[src/hdl/csv_field_tokenizer_defines.svh]
// Assertion macros used by the tokenizer back end.
// Both expect signals named clk and arst_n in the module that uses them.
`ifndef CSV_FIELD_TOKENIZER_DEFINES_SVH
`define CSV_FIELD_TOKENIZER_DEFINES_SVH

// The consequent must hold in the same cycle as the antecedent.
`define CFT_ASSERT_IMP(label, ante, cons, msg) \
	label: assert property (@(posedge clk) disable iff (!arst_n) (ante) |-> (cons)) \
		else $error(msg);

// The consequent must hold in the cycle after the antecedent.
`define CFT_ASSERT_NXT(label, ante, cons, msg) \
	label: assert property (@(posedge clk) disable iff (!arst_n) (ante) |=> (cons)) \
		else $error(msg);

`endif

[src/hdl/cft_pkg.sv]
package cft_pkg;

	localparam int MAX_NEEDLE  = 4;
	localparam int COUNT_BITS  = 16;
	localparam int LINE_BITS   = 32;
	localparam int FILL_BITS   = $clog2(MAX_NEEDLE + 1);
	localparam int QDEPTH      = 4;
	localparam int QPTR_BITS   = $clog2(QDEPTH);
	localparam int QCNT_BITS   = $clog2(QDEPTH + 1);

	localparam logic [7:0] BOM_B0 = 8'hEF;
	localparam logic [7:0] BOM_B1 = 8'hBB;
	localparam logic [7:0] BOM_B2 = 8'hBF;
	localparam logic [7:0] CH_LF  = 8'h0A;
	localparam logic [7:0] CH_CR  = 8'h0D;

	localparam logic [2:0] PH_REC   = 3'd0;
	localparam logic [2:0] PH_FIELD = 3'd1;
	localparam logic [2:0] PH_UNQ   = 3'd2;
	localparam logic [2:0] PH_QUO   = 3'd3;
	localparam logic [2:0] PH_AFTER = 3'd4;

	localparam logic [1:0] KIND_CONTENT   = 2'd0;
	localparam logic [1:0] KIND_FIELD_END = 2'd1;
	localparam logic [1:0] KIND_ERROR     = 2'd2;

	localparam logic [1:0] TERM_SEP = 2'd0;
	localparam logic [1:0] TERM_EOL = 2'd1;
	localparam logic [1:0] TERM_EOT = 2'd2;

	localparam logic [2:0] ERR_NONE         = 3'd0;
	localparam logic [2:0] ERR_UNTERMINATED = 3'd1;
	localparam logic [2:0] ERR_AFTER_QUOTE  = 3'd2;
	localparam logic [2:0] ERR_STRAY_QUOTE  = 3'd3;
	localparam logic [2:0] ERR_COUNT        = 3'd4;
	localparam logic [2:0] ERR_OVER_HEADER  = 3'd5;

	localparam logic [1:0] T_NO   = 2'd0;
	localparam logic [1:0] T_YES  = 2'd1;
	localparam logic [1:0] T_WAIT = 2'd2;

	localparam logic [1:0] BOM_START = 2'd0;
	localparam logic [1:0] BOM_ONE   = 2'd1;
	localparam logic [1:0] BOM_TWO   = 2'd2;
	localparam logic [1:0] BOM_DONE  = 2'd3;

	localparam logic [1:0] HM_FIRST    = 2'd1;
	localparam logic [1:0] HM_SUPPLIED = 2'd2;

	localparam logic [2:0] REG_SEP_BYTES    = 3'd0;
	localparam logic [2:0] REG_SEP_LEN      = 3'd1;
	localparam logic [2:0] REG_QUOTE_BYTES  = 3'd2;
	localparam logic [2:0] REG_QUOTE_LEN    = 3'd3;
	localparam logic [2:0] REG_STRICT_MODE  = 3'd4;
	localparam logic [2:0] REG_HEADER_MODE  = 3'd5;
	localparam logic [2:0] REG_HEADER_COUNT = 3'd6;

	typedef logic [MAX_NEEDLE-1:0][7:0] la_t;

	typedef struct packed {
		logic       is_fin;
		logic [7:0] data;
		logic       item_end;
	} cmd_t;

	typedef struct packed {
		logic [1:0]            kind;
		logic [7:0]            byte_val;
		logic [1:0]            term;
		logic [COUNT_BITS-1:0] idx;
		logic                  hdr;
		logic [LINE_BITS-1:0]  line;
		logic [2:0]            err;
		logic                  last;
	} res_t;

	typedef struct packed {
		logic [31:0] sep_bytes;
		logic [2:0]  sep_len;
		logic [31:0] quote_bytes;
		logic [2:0]  quote_len;
		logic        strict_mode;
		logic [1:0]  header_mode;
		logic [15:0] header_count;
	} cfg_t;

	function automatic logic [FILL_BITS-1:0] nlen(input logic [2:0] l);
		if (l == 3'd0)
			return FILL_BITS'(1);
		if (int'(l) > MAX_NEEDLE)
			return FILL_BITS'(MAX_NEEDLE);
		return FILL_BITS'(l);
	endfunction

	function automatic logic [7:0] nbyte(input logic [31:0] pat, input int i);
		return 8'(pat >> (8 * i));
	endfunction

	// Compare the head of the lookahead with a needle; T_WAIT when the bytes held
	// so far agree but do not yet reach the needle's length (T_NO instead at end of text).
	function automatic logic [1:0] needle_test(input la_t la, input logic [FILL_BITS-1:0] fill,
			input logic [31:0] pat, input logic [2:0] len, input logic eof);
		logic [FILL_BITS-1:0] n;
		logic [1:0]           r;
		logic                 done;
		n = nlen(len);
		r = T_YES;
		done = 1'b0;
		for (int i = 0; i < MAX_NEEDLE; i++) begin
			if (!done && i < int'(n)) begin
				if (i >= int'(fill)) begin
					r = eof ? T_NO : T_WAIT;
					done = 1'b1;
				end else if (la[i] != nbyte(pat, i)) begin
					r = T_NO;
					done = 1'b1;
				end
			end
		end
		return r;
	endfunction

	function automatic res_t mk_res(input logic [1:0] kind, input logic [7:0] b,
			input logic [1:0] term, input logic [COUNT_BITS-1:0] idx, input logic hdr,
			input logic [LINE_BITS-1:0] line, input logic [2:0] err);
		res_t r;
		r.kind = kind;
		r.byte_val = b;
		r.term = term;
		r.idx = idx;
		r.hdr = hdr;
		r.line = line;
		r.err = err;
		r.last = 1'b0;
		return r;
	endfunction

	function automatic cmd_t mk_cmd(input logic is_fin, input logic [7:0] b);
		cmd_t c;
		c.is_fin = is_fin;
		c.data = b;
		c.item_end = 1'b0;
		return c;
	endfunction

endpackage

[src/hdl/cft_front.sv]
module cft_front (
	input  logic              clk,
	input  logic              arst_n,
	input  logic              in_valid,
	output logic              in_ready,
	input  logic              op,
	input  logic [7:0]        data,
	output logic              push_valid,
	input  logic              push_ready,
	output cft_pkg::cmd_t     push_cmd
);
	import cft_pkg::*;

	cmd_t       pend_q [3];
	logic [1:0] pend_cnt_q;
	logic [1:0] bom_q;

	cmd_t       list [3];
	logic [1:0] list_cnt;
	logic [1:0] bom_n;
	logic       accept;
	logic       pushed;

	assign push_valid = (pend_cnt_q != 2'd0);
	assign push_cmd   = pend_q[0];
	assign pushed     = push_valid && push_ready;
	assign in_ready   = (pend_cnt_q == 2'd0) || (pend_cnt_q == 2'd1 && push_ready);
	assign accept     = in_valid && in_ready;

	// A held byte-order-mark prefix is replayed as text when the mark turns out false.
	always_comb begin
		list[0] = mk_cmd(1'b0, data);
		list[1] = mk_cmd(1'b0, data);
		list[2] = mk_cmd(1'b0, data);
		list_cnt = 2'd0;
		bom_n = bom_q;
		if (!op) begin
			case (bom_q)
				BOM_START: begin
					if (data == BOM_B0) begin
						bom_n = BOM_ONE;
					end else begin
						bom_n = BOM_DONE;
						list_cnt = 2'd1;
					end
				end
				BOM_ONE: begin
					if (data == BOM_B1) begin
						bom_n = BOM_TWO;
					end else begin
						bom_n = BOM_DONE;
						list[0] = mk_cmd(1'b0, BOM_B0);
						list_cnt = 2'd2;
					end
				end
				BOM_TWO: begin
					bom_n = BOM_DONE;
					if (data != BOM_B2) begin
						list[0] = mk_cmd(1'b0, BOM_B0);
						list[1] = mk_cmd(1'b0, BOM_B1);
						list_cnt = 2'd3;
					end
				end
				default: begin
					list_cnt = 2'd1;
				end
			endcase
		end else begin
			bom_n = BOM_START;
			case (bom_q)
				BOM_ONE: begin
					list[0] = mk_cmd(1'b0, BOM_B0);
					list[1] = mk_cmd(1'b1, data);
					list_cnt = 2'd2;
				end
				BOM_TWO: begin
					list[0] = mk_cmd(1'b0, BOM_B0);
					list[1] = mk_cmd(1'b0, BOM_B1);
					list[2] = mk_cmd(1'b1, data);
					list_cnt = 2'd3;
				end
				default: begin
					list[0] = mk_cmd(1'b1, data);
					list_cnt = 2'd1;
				end
			endcase
		end
		case (list_cnt)
			2'd1: list[0].item_end = 1'b1;
			2'd2: list[1].item_end = 1'b1;
			2'd3: list[2].item_end = 1'b1;
			default: ;
		endcase
	end

	always_ff @(posedge clk or negedge arst_n) begin
		if (!arst_n) begin
			pend_cnt_q <= 2'd0;
			bom_q <= BOM_START;
		end else if (accept) begin
			pend_cnt_q <= list_cnt;
			bom_q <= bom_n;
		end else if (pushed) begin
			pend_cnt_q <= pend_cnt_q - 2'd1;
		end
	end

	always_ff @(posedge clk) begin
		if (accept) begin
			pend_q[0] <= list[0];
			pend_q[1] <= list[1];
			pend_q[2] <= list[2];
		end else if (pushed) begin
			pend_q[0] <= pend_q[1];
			pend_q[1] <= pend_q[2];
		end
	end

endmodule

[src/hdl/cft_queue.sv]
module cft_queue (
	input  logic          clk,
	input  logic          arst_n,
	input  logic          push_valid,
	output logic          push_ready,
	input  cft_pkg::cmd_t push_cmd,
	output logic          pop_valid,
	input  logic          pop,
	output cft_pkg::cmd_t pop_cmd
);
	import cft_pkg::*;

	cmd_t                 mem_q [QDEPTH];
	logic [QPTR_BITS-1:0] wr_q;
	logic [QPTR_BITS-1:0] rd_q;
	logic [QCNT_BITS-1:0] cnt_q;
	logic                 do_push;
	logic                 do_pop;

	assign push_ready = (cnt_q != QCNT_BITS'(QDEPTH));
	assign pop_valid  = (cnt_q != '0);
	assign pop_cmd    = mem_q[rd_q];
	assign do_push    = push_valid && push_ready;
	assign do_pop     = pop && pop_valid;

	always_ff @(posedge clk or negedge arst_n) begin
		if (!arst_n) begin
			wr_q <= '0;
			rd_q <= '0;
			cnt_q <= '0;
		end else begin
			if (do_push)
				wr_q <= wr_q + 1'b1;
			if (do_pop)
				rd_q <= rd_q + 1'b1;
			if (do_push && !do_pop)
				cnt_q <= cnt_q + 1'b1;
			else if (do_pop && !do_push)
				cnt_q <= cnt_q - 1'b1;
		end
	end

	always_ff @(posedge clk) begin
		if (do_push)
			mem_q[wr_q] <= push_cmd;
	end

endmodule

[src/hdl/cft_back.sv]
`include "csv_field_tokenizer_defines.svh"

module cft_back (
	input  logic          clk,
	input  logic          arst_n,
	input  cft_pkg::cfg_t cfg,
	input  logic          q_valid,
	input  cft_pkg::cmd_t q_cmd,
	output logic          q_pop,
	output logic          out_valid,
	input  logic          out_ready,
	output cft_pkg::res_t res
);
	import cft_pkg::*;

	localparam logic [1:0] ST_RUN   = 2'd0;
	localparam logic [1:0] ST_QEMIT = 2'd1;
	localparam logic [1:0] ST_REC   = 2'd2;
	localparam logic [1:0] ST_FIN   = 2'd3;

	logic [1:0]            st_q, st_n;
	logic [2:0]            phase_q, phase_n;
	la_t                   la_q, la_n;
	logic [FILL_BITS-1:0]  fill_q, fill_n;
	logic                  pcr_q, pcr_n;
	logic [LINE_BITS-1:0]  line_q, line_n;
	logic [LINE_BITS-1:0]  fsl_q, fsl_n;
	logic [LINE_BITS-1:0]  rsl_q, rsl_n;
	logic [COUNT_BITS-1:0] fc_q, fc_n;
	logic [COUNT_BITS-1:0] exp_q, exp_n;
	logic                  have_q, have_n;
	logic                  hs_q, hs_n;
	logic                  failed_q, failed_n;
	logic                  cur_end_q, cur_end_n;
	logic                  cur_eof_q, cur_eof_n;
	logic                  rec_fin_q, rec_fin_n;
	logic [FILL_BITS-2:0]  qi_q, qi_n;
	res_t                  hold_q;
	logic                  hold_v_q;
	res_t                  out_q;
	logic                  out_v_q;

	logic                  emit_req;
	res_t                  res_new;
	logic                  flush;
	logic                  pop_want;
	logic                  stall;
	logic                  emit_ok;
	logic                  stuck;
	logic                  do_init;
	logic [1:0]            tq;
	logic [1:0]            ts;
	logic [7:0]            b;
	logic [FILL_BITS-1:0]  nq;
	logic [FILL_BITS-1:0]  ns;
	logic                  in_hdr;
	logic [COUNT_BITS-1:0] fc_inc;
	logic [LINE_BITS-1:0]  line_inc;
	logic [COUNT_BITS-1:0] rexp;
	logic                  rhave;
	logic                  keys;
	logic                  err4;
	logic                  err5;

	assign emit_ok   = !hold_v_q || !out_v_q || out_ready;
	assign stall     = (emit_req || flush) && !emit_ok;
	assign q_pop     = pop_want && !stall;
	assign out_valid = out_v_q;
	assign res       = out_q;

	assign tq       = needle_test(la_q, fill_q, cfg.quote_bytes, cfg.quote_len, cur_eof_q);
	assign ts       = needle_test(la_q, fill_q, cfg.sep_bytes, cfg.sep_len, cur_eof_q);
	assign b        = la_q[0];
	assign nq       = nlen(cfg.quote_len);
	assign ns       = nlen(cfg.sep_len);
	assign in_hdr   = (cfg.header_mode == HM_FIRST) && !hs_q;
	assign fc_inc   = (fc_q != '1) ? fc_q + 1'b1 : fc_q;
	assign line_inc = (line_q != '1) ? line_q + 1'b1 : line_q;

	// Record checks once the last field of a record has ended.
	always_comb begin
		rexp = exp_q;
		rhave = have_q;
		if (cfg.header_mode == HM_SUPPLIED) begin
			rexp = COUNT_BITS'(cfg.header_count);
			rhave = 1'b1;
		end
		keys = (cfg.header_mode == HM_SUPPLIED) || (cfg.header_mode == HM_FIRST && hs_q);
		err4 = cfg.strict_mode && rhave && (fc_q != rexp);
		err5 = !err4 && keys && (fc_q > rexp);
	end

	always_comb begin
		st_n = st_q;
		phase_n = phase_q;
		la_n = la_q;
		fill_n = fill_q;
		pcr_n = pcr_q;
		line_n = line_q;
		fsl_n = fsl_q;
		rsl_n = rsl_q;
		fc_n = fc_q;
		exp_n = exp_q;
		have_n = have_q;
		hs_n = hs_q;
		failed_n = failed_q;
		cur_end_n = cur_end_q;
		cur_eof_n = cur_eof_q;
		rec_fin_n = rec_fin_q;
		qi_n = qi_q;
		emit_req = 1'b0;
		res_new = mk_res(KIND_CONTENT, 8'h00, TERM_SEP, fc_q, in_hdr, fsl_q, ERR_NONE);
		flush = 1'b0;
		pop_want = 1'b0;
		stuck = 1'b0;
		do_init = 1'b0;

		case (st_q)
			ST_RUN: begin
				if (failed_q || fill_q == '0) begin
					stuck = 1'b1;
				end else begin
					pcr_n = 1'b0;
					if (pcr_q && b == CH_LF) begin
						// LF completing a CRLF pair.
						if (phase_q == PH_QUO) begin
							emit_req = 1'b1;
							res_new = mk_res(KIND_CONTENT, b, TERM_SEP, fc_q, in_hdr,
								fsl_q, ERR_NONE);
						end
						la_n = la_t'(la_q >> 8);
						fill_n = fill_q - 1'b1;
					end else begin
						case (phase_q)
							PH_REC: begin
								rsl_n = line_q;
								fc_n = '0;
								phase_n = PH_FIELD;
							end
							PH_FIELD: begin
								fsl_n = line_q;
								if (tq == T_WAIT) begin
									stuck = 1'b1;
								end else if (tq == T_YES) begin
									la_n = la_t'(la_q >> {nq, 3'b000});
									fill_n = fill_q - nq;
									phase_n = PH_QUO;
								end else begin
									phase_n = PH_UNQ;
								end
							end
							PH_UNQ: begin
								if (ts == T_WAIT) begin
									stuck = 1'b1;
								end else if (ts == T_YES) begin
									la_n = la_t'(la_q >> {ns, 3'b000});
									fill_n = fill_q - ns;
									emit_req = 1'b1;
									res_new = mk_res(KIND_FIELD_END, 8'h00, TERM_SEP, fc_q,
										in_hdr, fsl_q, ERR_NONE);
									fc_n = fc_inc;
									phase_n = PH_FIELD;
								end else if (b == CH_LF || b == CH_CR) begin
									la_n = la_t'(la_q >> 8);
									fill_n = fill_q - 1'b1;
									line_n = line_inc;
									pcr_n = (b == CH_CR);
									emit_req = 1'b1;
									res_new = mk_res(KIND_FIELD_END, 8'h00, TERM_EOL, fc_q,
										in_hdr, fsl_q, ERR_NONE);
									fc_n = fc_inc;
									phase_n = PH_REC;
									rec_fin_n = 1'b0;
									st_n = ST_REC;
								end else if (tq == T_WAIT) begin
									stuck = 1'b1;
								end else if (tq == T_YES) begin
									emit_req = 1'b1;
									res_new = mk_res(KIND_ERROR, 8'h00, TERM_SEP, '0, 1'b0,
										fsl_q, ERR_STRAY_QUOTE);
									failed_n = 1'b1;
								end else begin
									emit_req = 1'b1;
									res_new = mk_res(KIND_CONTENT, b, TERM_SEP, fc_q, in_hdr,
										fsl_q, ERR_NONE);
									la_n = la_t'(la_q >> 8);
									fill_n = fill_q - 1'b1;
								end
							end
							PH_QUO: begin
								if (tq == T_WAIT) begin
									stuck = 1'b1;
								end else if (tq == T_YES) begin
									la_n = la_t'(la_q >> {nq, 3'b000});
									fill_n = fill_q - nq;
									phase_n = PH_AFTER;
								end else begin
									emit_req = 1'b1;
									res_new = mk_res(KIND_CONTENT, b, TERM_SEP, fc_q, in_hdr,
										fsl_q, ERR_NONE);
									if (b == CH_LF || b == CH_CR) begin
										line_n = line_inc;
										pcr_n = (b == CH_CR);
									end
									la_n = la_t'(la_q >> 8);
									fill_n = fill_q - 1'b1;
								end
							end
							default: begin
								if (tq == T_WAIT) begin
									stuck = 1'b1;
								end else if (tq == T_YES) begin
									// Doubled quote: the quote bytes go out one per cycle while the output does not stall.
									qi_n = '0;
									st_n = ST_QEMIT;
								end else if (ts == T_WAIT) begin
									stuck = 1'b1;
								end else if (ts == T_YES) begin
									la_n = la_t'(la_q >> {ns, 3'b000});
									fill_n = fill_q - ns;
									emit_req = 1'b1;
									res_new = mk_res(KIND_FIELD_END, 8'h00, TERM_SEP, fc_q,
										in_hdr, fsl_q, ERR_NONE);
									fc_n = fc_inc;
									phase_n = PH_FIELD;
								end else if (b == CH_LF || b == CH_CR) begin
									la_n = la_t'(la_q >> 8);
									fill_n = fill_q - 1'b1;
									line_n = line_inc;
									pcr_n = (b == CH_CR);
									emit_req = 1'b1;
									res_new = mk_res(KIND_FIELD_END, 8'h00, TERM_EOL, fc_q,
										in_hdr, fsl_q, ERR_NONE);
									fc_n = fc_inc;
									phase_n = PH_REC;
									rec_fin_n = 1'b0;
									st_n = ST_REC;
								end else begin
									emit_req = 1'b1;
									res_new = mk_res(KIND_ERROR, 8'h00, TERM_SEP, '0, 1'b0,
										fsl_q, ERR_AFTER_QUOTE);
									failed_n = 1'b1;
								end
							end
						endcase
					end
				end

				// No further decision is possible: close the word and take the next one, or finish after the end mark.
				if (stuck) begin
					if (cur_eof_q) begin
						st_n = ST_FIN;
					end else begin
						if (cur_end_q) begin
							flush = hold_v_q;
							cur_end_n = 1'b0;
						end
						if (q_valid) begin
							pop_want = 1'b1;
							cur_end_n = q_cmd.item_end;
							if (q_cmd.is_fin) begin
								cur_eof_n = 1'b1;
							end else if (!failed_q && int'(fill_q) < MAX_NEEDLE) begin
								la_n[fill_q[FILL_BITS-2:0]] = q_cmd.data;
								fill_n = fill_q + 1'b1;
							end
						end
					end
				end
			end

			ST_QEMIT: begin
				emit_req = 1'b1;
				res_new = mk_res(KIND_CONTENT, nbyte(cfg.quote_bytes, int'(qi_q)), TERM_SEP,
					fc_q, in_hdr, fsl_q, ERR_NONE);
				if (FILL_BITS'(qi_q) + 1'b1 == nq) begin
					la_n = la_t'(la_q >> {nq, 3'b000});
					fill_n = fill_q - nq;
					phase_n = PH_QUO;
					st_n = ST_RUN;
				end else begin
					qi_n = qi_q + 1'b1;
				end
			end

			ST_REC: begin
				st_n = ST_RUN;
				if (cfg.header_mode == HM_FIRST && !hs_q) begin
					hs_n = 1'b1;
					exp_n = fc_q;
					have_n = 1'b1;
				end else begin
					if (cfg.strict_mode && !rhave) begin
						exp_n = fc_q;
						have_n = 1'b1;
					end
					if (err4 || err5) begin
						emit_req = 1'b1;
						res_new = mk_res(KIND_ERROR, 8'h00, TERM_SEP, '0, 1'b0, rsl_q,
							err4 ? ERR_COUNT : ERR_OVER_HEADER);
						failed_n = 1'b1;
					end
				end
				if (rec_fin_q) begin
					do_init = 1'b1;
					cur_eof_n = 1'b0;
				end
			end

			default: begin
				// End of text.
				st_n = ST_RUN;
				if (failed_q) begin
					do_init = 1'b1;
					cur_eof_n = 1'b0;
				end else begin
					case (phase_q)
						PH_FIELD: begin
							fsl_n = line_q;
							emit_req = 1'b1;
							res_new = mk_res(KIND_FIELD_END, 8'h00, TERM_EOT, fc_q, in_hdr,
								line_q, ERR_NONE);
							fc_n = fc_inc;
							rec_fin_n = 1'b1;
							st_n = ST_REC;
						end
						PH_UNQ, PH_AFTER: begin
							emit_req = 1'b1;
							res_new = mk_res(KIND_FIELD_END, 8'h00, TERM_EOT, fc_q, in_hdr,
								fsl_q, ERR_NONE);
							fc_n = fc_inc;
							rec_fin_n = 1'b1;
							st_n = ST_REC;
						end
						PH_QUO: begin
							emit_req = 1'b1;
							res_new = mk_res(KIND_ERROR, 8'h00, TERM_SEP, '0, 1'b0, fsl_q,
								ERR_UNTERMINATED);
							failed_n = 1'b1;
							do_init = 1'b1;
							cur_eof_n = 1'b0;
						end
						default: begin
							do_init = 1'b1;
							cur_eof_n = 1'b0;
						end
					endcase
				end
			end
		endcase

		if (do_init) begin
			phase_n = PH_REC;
			fill_n = '0;
			pcr_n = 1'b0;
			line_n = LINE_BITS'(1);
			fsl_n = LINE_BITS'(1);
			rsl_n = LINE_BITS'(1);
			fc_n = '0;
			exp_n = '0;
			have_n = 1'b0;
			hs_n = 1'b0;
		end
	end

	always_ff @(posedge clk or negedge arst_n) begin
		if (!arst_n) begin
			st_q <= ST_RUN;
			phase_q <= PH_REC;
			fill_q <= '0;
			pcr_q <= 1'b0;
			line_q <= LINE_BITS'(1);
			fsl_q <= LINE_BITS'(1);
			rsl_q <= LINE_BITS'(1);
			fc_q <= '0;
			exp_q <= '0;
			have_q <= 1'b0;
			hs_q <= 1'b0;
			failed_q <= 1'b0;
			cur_end_q <= 1'b0;
			cur_eof_q <= 1'b0;
			rec_fin_q <= 1'b0;
			qi_q <= '0;
			hold_v_q <= 1'b0;
			out_v_q <= 1'b0;
		end else begin
			if (!stall) begin
				st_q <= st_n;
				phase_q <= phase_n;
				fill_q <= fill_n;
				pcr_q <= pcr_n;
				line_q <= line_n;
				fsl_q <= fsl_n;
				rsl_q <= rsl_n;
				fc_q <= fc_n;
				exp_q <= exp_n;
				have_q <= have_n;
				hs_q <= hs_n;
				failed_q <= failed_n;
				cur_end_q <= cur_end_n;
				cur_eof_q <= cur_eof_n;
				rec_fin_q <= rec_fin_n;
				qi_q <= qi_n;
			end
			// The newest word waits in the hold register until it is known whether
			// it is the last one of its input.
			if (!stall && emit_req) begin
				hold_v_q <= 1'b1;
				if (hold_v_q)
					out_v_q <= 1'b1;
				else if (out_ready)
					out_v_q <= 1'b0;
			end else if (!stall && flush) begin
				hold_v_q <= 1'b0;
				out_v_q <= 1'b1;
			end else if (out_ready) begin
				out_v_q <= 1'b0;
			end
		end
	end

	always_ff @(posedge clk) begin
		if (!stall)
			la_q <= la_n;
		if (!stall && emit_req) begin
			hold_q <= res_new;
			if (hold_v_q)
				out_q <= hold_q;
		end else if (!stall && flush) begin
			out_q <= hold_q;
			out_q.last <= 1'b1;
		end
	end

	`CFT_ASSERT_NXT(a_failed_sticky, failed_q, failed_q, "error state was left without reset")
	`CFT_ASSERT_IMP(a_fill_bound, 1'b1, int'(fill_q) <= MAX_NEEDLE, "lookahead overfilled")
	`CFT_ASSERT_IMP(a_qemit_phase, st_q == ST_QEMIT, phase_q == PH_AFTER,
		"doubled quote replay outside the after-quote phase")
	`CFT_ASSERT_NXT(a_flush_last, flush && !stall, out_v_q && out_q.last && !hold_v_q,
		"closing word not marked last")

endmodule

[src/hdl/csv_field_tokenizer.sv]
// An input word passes the front end's pending register and the queue before the back end
// takes it; each result word then waits in the hold register before the output register.
// The back end takes a plain text byte into its lookahead and then emits it; each further
// result of the same input (field end with record check, doubled quote bytes) adds a step.
// Reset clears all parse state, the error flag and the queues, and loads the register defaults.
module csv_field_tokenizer (
	input  logic        clk,
	input  logic        arst_n,
	input  logic        cfg_valid,
	output logic        cfg_ready,
	input  logic [2:0]  cfg_index,
	input  logic [31:0] cfg_data,
	input  logic        in_valid,
	output logic        in_ready,
	input  logic        op,
	input  logic [7:0]  data,
	output logic        out_valid,
	input  logic        out_ready,
	output logic [1:0]  kind,
	output logic [7:0]  byte_out,
	output logic [1:0]  term_kind,
	output logic [15:0] field_index,
	output logic        is_header,
	output logic [31:0] line_no,
	output logic [2:0]  error_code,
	output logic        last
);
	import cft_pkg::*;

	cfg_t cfg_q;
	logic push_valid;
	logic push_ready;
	cmd_t push_cmd;
	logic q_valid;
	logic q_pop;
	cmd_t q_cmd;
	res_t res;

	assign cfg_ready = 1'b1;

	always_ff @(posedge clk or negedge arst_n) begin
		if (!arst_n) begin
			cfg_q.sep_bytes <= 32'd44;
			cfg_q.sep_len <= 3'd1;
			cfg_q.quote_bytes <= 32'd34;
			cfg_q.quote_len <= 3'd1;
			cfg_q.strict_mode <= 1'b0;
			cfg_q.header_mode <= 2'd0;
			cfg_q.header_count <= 16'd0;
		end else if (cfg_valid) begin
			case (cfg_index)
				REG_SEP_BYTES:    cfg_q.sep_bytes <= cfg_data;
				REG_SEP_LEN:      cfg_q.sep_len <= cfg_data[2:0];
				REG_QUOTE_BYTES:  cfg_q.quote_bytes <= cfg_data;
				REG_QUOTE_LEN:    cfg_q.quote_len <= cfg_data[2:0];
				REG_STRICT_MODE:  cfg_q.strict_mode <= cfg_data[0];
				REG_HEADER_MODE:  cfg_q.header_mode <= cfg_data[1:0];
				REG_HEADER_COUNT: cfg_q.header_count <= cfg_data[15:0];
				default: ;
			endcase
		end
	end

	cft_front u_front (
		.clk        (clk),
		.arst_n     (arst_n),
		.in_valid   (in_valid),
		.in_ready   (in_ready),
		.op         (op),
		.data       (data),
		.push_valid (push_valid),
		.push_ready (push_ready),
		.push_cmd   (push_cmd)
	);

	cft_queue u_queue (
		.clk        (clk),
		.arst_n     (arst_n),
		.push_valid (push_valid),
		.push_ready (push_ready),
		.push_cmd   (push_cmd),
		.pop_valid  (q_valid),
		.pop        (q_pop),
		.pop_cmd    (q_cmd)
	);

	cft_back u_back (
		.clk       (clk),
		.arst_n    (arst_n),
		.cfg       (cfg_q),
		.q_valid   (q_valid),
		.q_cmd     (q_cmd),
		.q_pop     (q_pop),
		.out_valid (out_valid),
		.out_ready (out_ready),
		.res       (res)
	);

	assign kind        = res.kind;
	assign byte_out    = res.byte_val;
	assign term_kind   = res.term;
	assign field_index = res.idx;
	assign is_header   = res.hdr;
	assign line_no     = res.line;
	assign error_code  = res.err;
	assign last        = res.last;

endmodule

[config.mk]
export PLATFORM = sky130hd
export DESIGN_NAME = csv_field_tokenizer
export DESIGN_NICKNAME = d
export VERILOG_FILES = /design/src/hdl/cft_pkg.sv /design/src/hdl/cft_front.sv /design/src/hdl/cft_queue.sv /design/src/hdl/cft_back.sv /design/src/hdl/csv_field_tokenizer.sv
export VERILOG_INCLUDE_DIRS = /design/src /design/src/hdl
export SDC_FILE = /design/constraint.sdc
export NUM_CORES = 1
export LEC_CHECK = 0
export BUFFER_PORTS_ARGS = -buffer_cell sky130_fd_sc_hd__buf_2
export CORE_MARGIN = 5
export CORE_UTILIZATION = 50
export CTS_BUF_LIST = sky130_fd_sc_hd__clkbuf_16
export DETAILED_ROUTE_END_ITERATION = 10
export PLACE_DENSITY = 0.78
export SKIP_CTS_REPAIR_TIMING = 1
export SKIP_LAST_GASP = 1
export SYNTH_ARGS = -nofsm -noshare
export SYNTH_HDL_FRONTEND = slang
export SYNTH_SLANG_ARGS = --single-unit
[constraint.sdc]
create_clock -name clk -period 20.3 [get_ports clk]
set_input_delay 3.045 -clock clk [delete_from_list [all_inputs] [get_ports clk]]
set_output_delay 3.045 -clock clk [all_outputs]
set_load 0.005 [all_outputs]
==> results of run 1 <==
final cells by class:
cell class / count / share of cell area, %
clock buffer: 51 / 4.338
clock inverter: 39 / 1.063
timing repair buffer: 177 / 3.615
sequential: 478 / 44.63
multi-input combinational: 1822 / 42.18
antenna: 1 / 0.008507
inverter: 97 / 1.238
tap: 688 / 2.926
cell usage in the layout (no fill, tap or decap), types with 30 or more instances in the layout:
master,instances
and2_1,34
ha_1,42
mux2i_1,53
nor2_1,173
a22oi_1,34
edfxtp_1,231
a21oi_1,122
nand2_1,283
o21ai_0,212
buf_4,61
a31oi_1,31
inv_1,101
xor2_1,63
a211oi_1,30
nand3_1,58
clkbuf_16,51
buf_2,114
a222oi_1,32
nor3_1,39
dfrtp_1,237
mux2_2,127
layer usage:
layer / share of wire (%) / GRT usage (%) / vias to the layer above
met3: 9.1 / 5.437 / 286
li1: - / - / 9725
met5: 0 / 0 / -
met2: 47 / 48.51 / 1296
met4: 4.0 / 10.69 / 0
met1: 40 / 41.25 / 11100
kinds of logic (layout without fill, tap and decap cells):
family,after synthesis,count (layout)
AO/OA/AOI/OAI,714,714
XOR/XNOR,88,88
adder cells (fa/ha/maj),48,48
buffers and inverters,289,364
flip-flops,478,478
multiplexers,198,198
other,1,2
AND/OR/NAND/NOR,773,773
registers in the layout, summed over array words and instances (netlist names), 2 cells and up:
register            cells
u_back.fsl_q           32
u_back.hold_q          64
u_back.fill_q           3
cfg_q                  89
u_back.rsl_q           32
u_queue.wr_q            2
u_front.bom_q           2
u_back.la_q            24
u_back.line_q          32
u_queue.mem_q          40
u_front.pend_cnt_q      2
u_back.st_q             2
u_back.b                8
u_back.exp_q           16
u_back.fc_q            16
u_queue.rd_q            2
u_back.phase_q          3
u_queue.cnt_q           3
u_front.pend_q         30
u_back.qi_q             2
u_back.res             65
power breakdown:
group / switching [W] / internal (W)
Clock: 0.000391 / 0.000508
Combinational: 0.00134 / 0.000648
Sequential: 0.000292 / 0.00141
worst max-delay path, delay by kind of cell, from the launching register on:
kind / cells / cell delay (ps)
buffers and inverters: 5 / 1310
AOI/OAI and AO/OA: 5 / 2010
DFF: 1 / 610
and+or+nand+nor: 7 / 2250
adders and majority gates: 2 / 720
metrics by stage:
stage / area [sq um] / hold WS (ps) / utilization, %
floorplan: 26520 / 400.3 / -
global placement: 27830 / 400.6 / 52.95
detailed placement: 27830 / 404.5 / 52.95
CTS: 29410 / 414.6 / 55.97
global route: 29410 / 419.2 / 55.97
finish: 29420 / 414.9 / 55.98
worst paths after layout:
check	endpoint	slack, ps	cells past startpoint
min in group asynchronous	cfg_q[81]	2400	1
max in group asynchronous	u_queue.cnt_q[2]	16360	2
hold reg to reg	u_back.res[14]	410	0
setup / recovery	u_back.la_q[12]	12960	19
hold / removal	u_back.res[14]	410	0
setup reg to reg	u_back.la_q[12]	12960	19
==> key figures, run 1 <==
Synthesis
  – Top-area cell type share of the netlist area: 26.16%
  – Post-synth top cells: nand2_1, dfrtp_1, edfxtp_1
  – Synth Net Count: 2686
  – Register area share after synthesis: 49.51%
  – Post-synth EDFFs: 231
  – Yosys top cell by area: edfxtp_1
  – Synth cell types: 98
  – Synth warn: 0
  – Syn avg cell area: 10.24 sq um
  – Post-synthesis adder-cell area fraction: 2.350%
  – Mux cell area share after synthesis: 8.922%
  – Area of the mapped netlist: 26520 sq um
  – Post-synth ARST share: 51.67%
  – Synth Area in XOR/XNOR: 2.906%
  – Count leader, synth: nand2_1
  – Simple-gate area share of the yosys netlist: 13.91%
  – Ys flop type: dfrtp_1
  – Ranking of synthesized cells by area: edfxtp_1, dfrtp_1, mux2_2
  – Syn Inst Count: 2589
  – Flip-flop and latch count after synthesis: 478
  – Synth Area in Compound Gates: 18.17%
  – Largest family of logic cells by synthesized area: compound AO/OA/AOI/OAI gates

Critical path
  – Worst flop-to-flop path startpoint: u_back.fill_q[0]
  – Crit-path max cell delay: 950 ps
  – Arrival time at the worst endpoint: 7590 ps
  – Slowest cell on crit path: a32oi_4
  – Crit-path cells: inv_2 > ha_1 > o31ai_1 > nand3_1 > nor4_1 > nor2_1 > nor2_1 > inv_1 > ha_1 > buf_4 > nor2_1 > buf_4 > a221oi_1 > o31ai_2 > a22oi_4 > a32oi_4 > nor2_2 > nor2_2 > buf_4
  – Critical Path RT: 20550 ps
  – Worst-path maximum fanout: 27
  – Worst Setup SP: u_back.fill_q[0]
  – CP Launch Type: flip-flop
  – WS Path Type: flip-flop to flip-flop
  – CP Capture Type: flip-flop

Timing
  – Setup TNS: 0 ps
  – Min Tclk post-route: 7338 ps
  – Final Slew Violations: 0
  – Fin crit share: 36.15%
  – Setup skew after layout: 38.77 ps
  – Tightest Pin Transition: 1252 ps
  – Unrepaired setup endpoints after global routing: false
  – Worst slew margin: 16.50%
  – Fin. Hold Viols: 0
  – Count of final setup violators: 0
  – PnR worst setup slack: 12960 ps
  – Max frequency: 136.3 MHz

Global routing
  – Number of global-route vias before repair: 21740
  – Initial antenna violation count: 0
  – First-pass GRT wire length: 134.6 mm
  – Remaining global-route overflow: 0
  – GRT Overall Usage: 30.09%
  – Largest net degree at the start of global routing: 182

CTS
  – Max Buffers Root-to-Sink: 3
  – Clk_lat worst skew: 610 ps
  – Clock slew at reported path FFs: 70 ps
  – Root Driver: clkbuf_16
  – Clk sinks: 478
  – H-tree depth: 2
  – CTS tree: yes
  – Total CTS buffers: 49

Drt
  – Post-DR vias/cell: 6.682
  – Vias: 22410
  – Initial DRC count: 2666
  – Drt drc: 0
  – DR WL/cell: 26.60 microns
  – Drt first pass iters: 8
  – Routed Antenna Nets: 0
  – WL final: 89.18 mm

Pwr
  – P_leak: 11.58 nW
  – Peak VDD IR: 0.08165 mV
  – Pwr dens: 156.1 nW/um^2
  – Design Power: 0.004593 W

Die
  – Core Rows: 84
  – Die area: 57740 sq um
  – Placeable Area: 52550 sq um
  – Die Span X: 240.3 microns
  – Ports: 117
  – Die Y: 240.3 microns
  – Initial core utilization: 50.46%

Placed design
  – Post-DP HPWL: 60.96 mm
  – Placer congestion estimate: 1.017
  – Port-buffer cells: 115
  – Placed Cells: 3262
  – Setup WS pre-CTS: 13180 ps

Worst hold path
  – Worst hold path class: flip-flop to flip-flop
  – Hold path startpoint: u_back.hold_q[14]

Run status
  – Status: finished, final reports clean

Cells and area
  – Fraction of layout cells with a size suffix above 1: 17.30%
  – # fillers: 4489
  – Reg area: 13130 sq um
  – Fin nets: 2722
  – Area growth, synth to finish: 10.93%
  – Finished Layout Cells: 3353
  – Multi-input gate area: 12410 sq um

Flow run
  – # Max-Cap Violations: 0
No activity file was read; power rests on OpenSTA's default activity.
==> run 2: changes to the inputs <==
==> constraint.sdc (replaced) <==
create_clock -name clk -period 7 [get_ports clk]
set_input_delay 1.05 -clock clk [delete_from_list [all_inputs] [get_ports clk]]
set_output_delay 1.05 -clock clk [all_outputs]
set_load 0.005 [all_outputs]
==> key figures, run 2 (synthesis gave the netlist of run 1 again) <==
Run status
  – Status: finished, final reports clean (unchanged)

Critical path
  – R2r setup slk: 910 ps (was 12960 ps)
  – CP Capture Type: flip-flop (unchanged)
  – Arrival time at the worst endpoint: 6600 ps (was 7590 ps)
  – Critical Path RT: 7510 ps (was 20550 ps)
  – Worst reg2reg path depth: 24 (was 19)
  – Worst flop-to-flop path startpoint: u_back.fill_q[0] (unchanged)
  – Worst R2R End: u_queue.cnt_q[2] (was u_back.la_q[12])
  – Worst-path maximum fanout: 14 (was 27)
  – Worst Setup SP: u_back.fill_q[0] (unchanged)
  – CP Launch Type: flip-flop (unchanged)
  – Crit path to: u_queue.cnt_q[2] (was u_back.la_q[12])
  – WS Path Type: flip-flop to flip-flop (unchanged)

Pwr
  – Design Power: 0.01353 W (was 0.004593 W)
  – Flop pwr share: 34.9% (was 37.1%)
  – Comb pwr share: 46.0% (was 43.3%)
  – Pwr dens: 455.7 nW/um^2 (was 156.1 nW/um^2)
  – Net Sw Frac: 44.10% (was 44.07%)
  – Clock share of power: 19.1% (was 19.6%)
  – P_leak: 11.76 nW (was 11.58 nW)
  – Psw: 0.005967 W (was 0.002024 W)
  – Internal Pwr Total: 0.007565 W (was 0.002569 W)
  – Peak VDD IR: 0.2260 mV (was 0.08165 mV)

Timing
  – Fin. Hold Viols: 0 (unchanged)
  – Max frequency: 164.1 MHz (was 136.3 MHz)
  – Tightest Pin Transition: 1232 ps (was 1252 ps)
  – Worst slew margin: 17.83% (was 16.50%)
  – Final Slew Violations: 0 (unchanged)
  – Setup skew after layout: 30.05 ps (was 38.77 ps)
  – Setup TNS: 0 ps (unchanged)
  – Fin crit share: 87.05% (was 36.15%)
  – Unrepaired setup endpoints after global routing: false (unchanged)
  – PnR worst setup slack: 906.7 ps (was 12960 ps)
  – Min Tclk post-route: 6093 ps (was 7338 ps)
  – Count of final setup violators: 0 (unchanged)

Cells and area
  – Finished Layout Cells: 3387 (was 3353)
  – Most frequent cells in the layout: nand2_1, dfrtp_1, edfxtp_1, o21ai_0, nor2_1 (unchanged)
  – Core Util, Final: 56.50% (was 55.98%)
  – Commonest non-fill, non-tap cell in the layout: nand2_1 (unchanged)
  – Diodes inserted: 0 (was 1)
  – Max reg flops: 89 (unchanged)
  – Fraction of layout cells with a size suffix above 1: 18.49% (was 17.30%)
  – Most flops, register: cfg_q (unchanged)
  – Area growth, synth to finish: 11.96% (was 10.93%)
  – Fin nets: 2758 (was 2722)

Global routing
  – Met1 Use GR: 40.52% (was 41.25%)
  – Initial antenna violation count: 0 (unchanged)
  – First-pass GRT wire length: 136.4 mm (was 134.6 mm)
  – Remaining global-route overflow: 0 (unchanged)
  – Number of global-route vias before repair: 22340 (was 21740)
  – Grt peak-use layer: met2 (unchanged)
  – Largest net degree at the start of global routing: 180 (was 182)
  – GRT Overall Usage: 30.44% (was 30.09%)
  – GR Util met2: 48.19% (was 48.51%)
  – GR Util met3: 7.353% (was 5.437%)

Drt
  – WL final: 89.51 mm (was 89.18 mm)
  – Drt first pass iters: 8 (unchanged)
  – Post-DR vias/cell: 6.683 (was 6.682)
  – Initial DRC count: 3074 (was 2666)
  – Routed Antenna Nets: 0 (unchanged)
  – DR WL/cell: 26.43 microns (was 26.60 microns)
  – Vias: 22630 (was 22410)
  – Drt drc: 0 (unchanged)

Placed design
  – Placer congestion estimate: 1.022 (was 1.017)
  – Placed Cells: 3298 (was 3262)
  – Post-DP HPWL: 60.57 mm (was 60.96 mm)
  – Port-buffer cells: 115 (unchanged)
  – Setup WS pre-CTS: 1117 ps (was 13180 ps)

CTS
  – Clock slew at reported path FFs: 60 ps (was 70 ps)
  – Clk_lat worst skew: 610 ps (about the same)
  – H-tree depth: 2 (unchanged)
  – CTS tree: yes (unchanged)
  – Max Buffers Root-to-Sink: 3 (unchanged)
  – Clk sinks: 478 (unchanged)
  – Root Driver: clkbuf_16 (unchanged)
  – Total CTS buffers: 49 (unchanged)

Die
  – Die area: 57740 sq um (unchanged)
  – Core Rows: 84 (unchanged)
  – Die Y: 240.3 microns (unchanged)
  – Placeable Area: 52550 sq um (unchanged)
  – Ports: 117 (unchanged)
  – Initial core utilization: 50.46% (unchanged)
  – Die Span X: 240.3 microns (unchanged)

Flow run
  – # Max-Cap Violations: 0 (unchanged)

Worst hold path
  – Worst hold path class: input pin to asynchronous set/reset pin (was flip-flop to flip-flop)
[run 2: worst min path at each step]
stage	end	start
4_1_cts	cfg_q[86]	arst_n
6_report	cfg_q[88]	arst_n
2_1_floorplan	u_back.res[10]	u_back.hold_q[10]
3_5_place_dp	u_back.res[22]	u_back.hold_q[22]
5_1_grt	cfg_q[86]	arst_n
3_3_place_gp	u_back.res[43]	u_back.hold_q[43]
[run 2: routing by layer]
metal | vias up | routed length, microns
met2 | 1341 | 41020
met5 | - | 0
met4 | 0 | 4503
met1 | 11210 | 34760
li1 | 9779 | -
met3 | 303 | 9230
[run 2: power groups by stage]
stage,Clock [W],Combinational (W),Sequential [W]
final,0.00259,0.00622,0.00472
after detailed placement,0,0.00602,0.00475
after floorplan,0,0.00393,0.00447
after global routing,0.00275,0.00659,0.00480
after global placement,0,0.00591,0.00471
after CTS,0.00263,0.00607,0.00471
[run 2: cell type report]
type,instances,area [sq um]
clock buffer,52,1301
clock inverter,37,279.0
fill,4359,22860
inverter,97,364.1
multi-input combinational,1822,12410
sequential,478,13130
tap,688,860.8
timing repair buffer,213,1346
[run 2: worst max-delay path, cell delays in order (launching register included)]
cell and delay (ps):
dfrtp_1 620, inv_2 150, ha_1 280, o31ai_1 620, nand3_1 240, o21ai_0 220
a32oi_1 70, o21ai_0 190, nor2b_1 200, inv_1 90, ha_1 330, nor2_1 150
buf_4 170, a21oi_1 80, or3_1 410, o311ai_2 490, a32oi_4 90, nor2_2 270
or4_1 210, ha_1 190, inv_1 60, fa_1 380, xor2_1 170, nor2_1 140
xor2_1 170
[run 2: stage by stage]
step / hold WS [ps] / instance area (sq um)
after detailed placement: 404.5 / 28110
after global routing: 421.1 / 29690
final: 397.7 / 29690
after global placement: 401.6 / 28110
after CTS: 409.0 / 29690
after floorplan: 400.3 / 26520
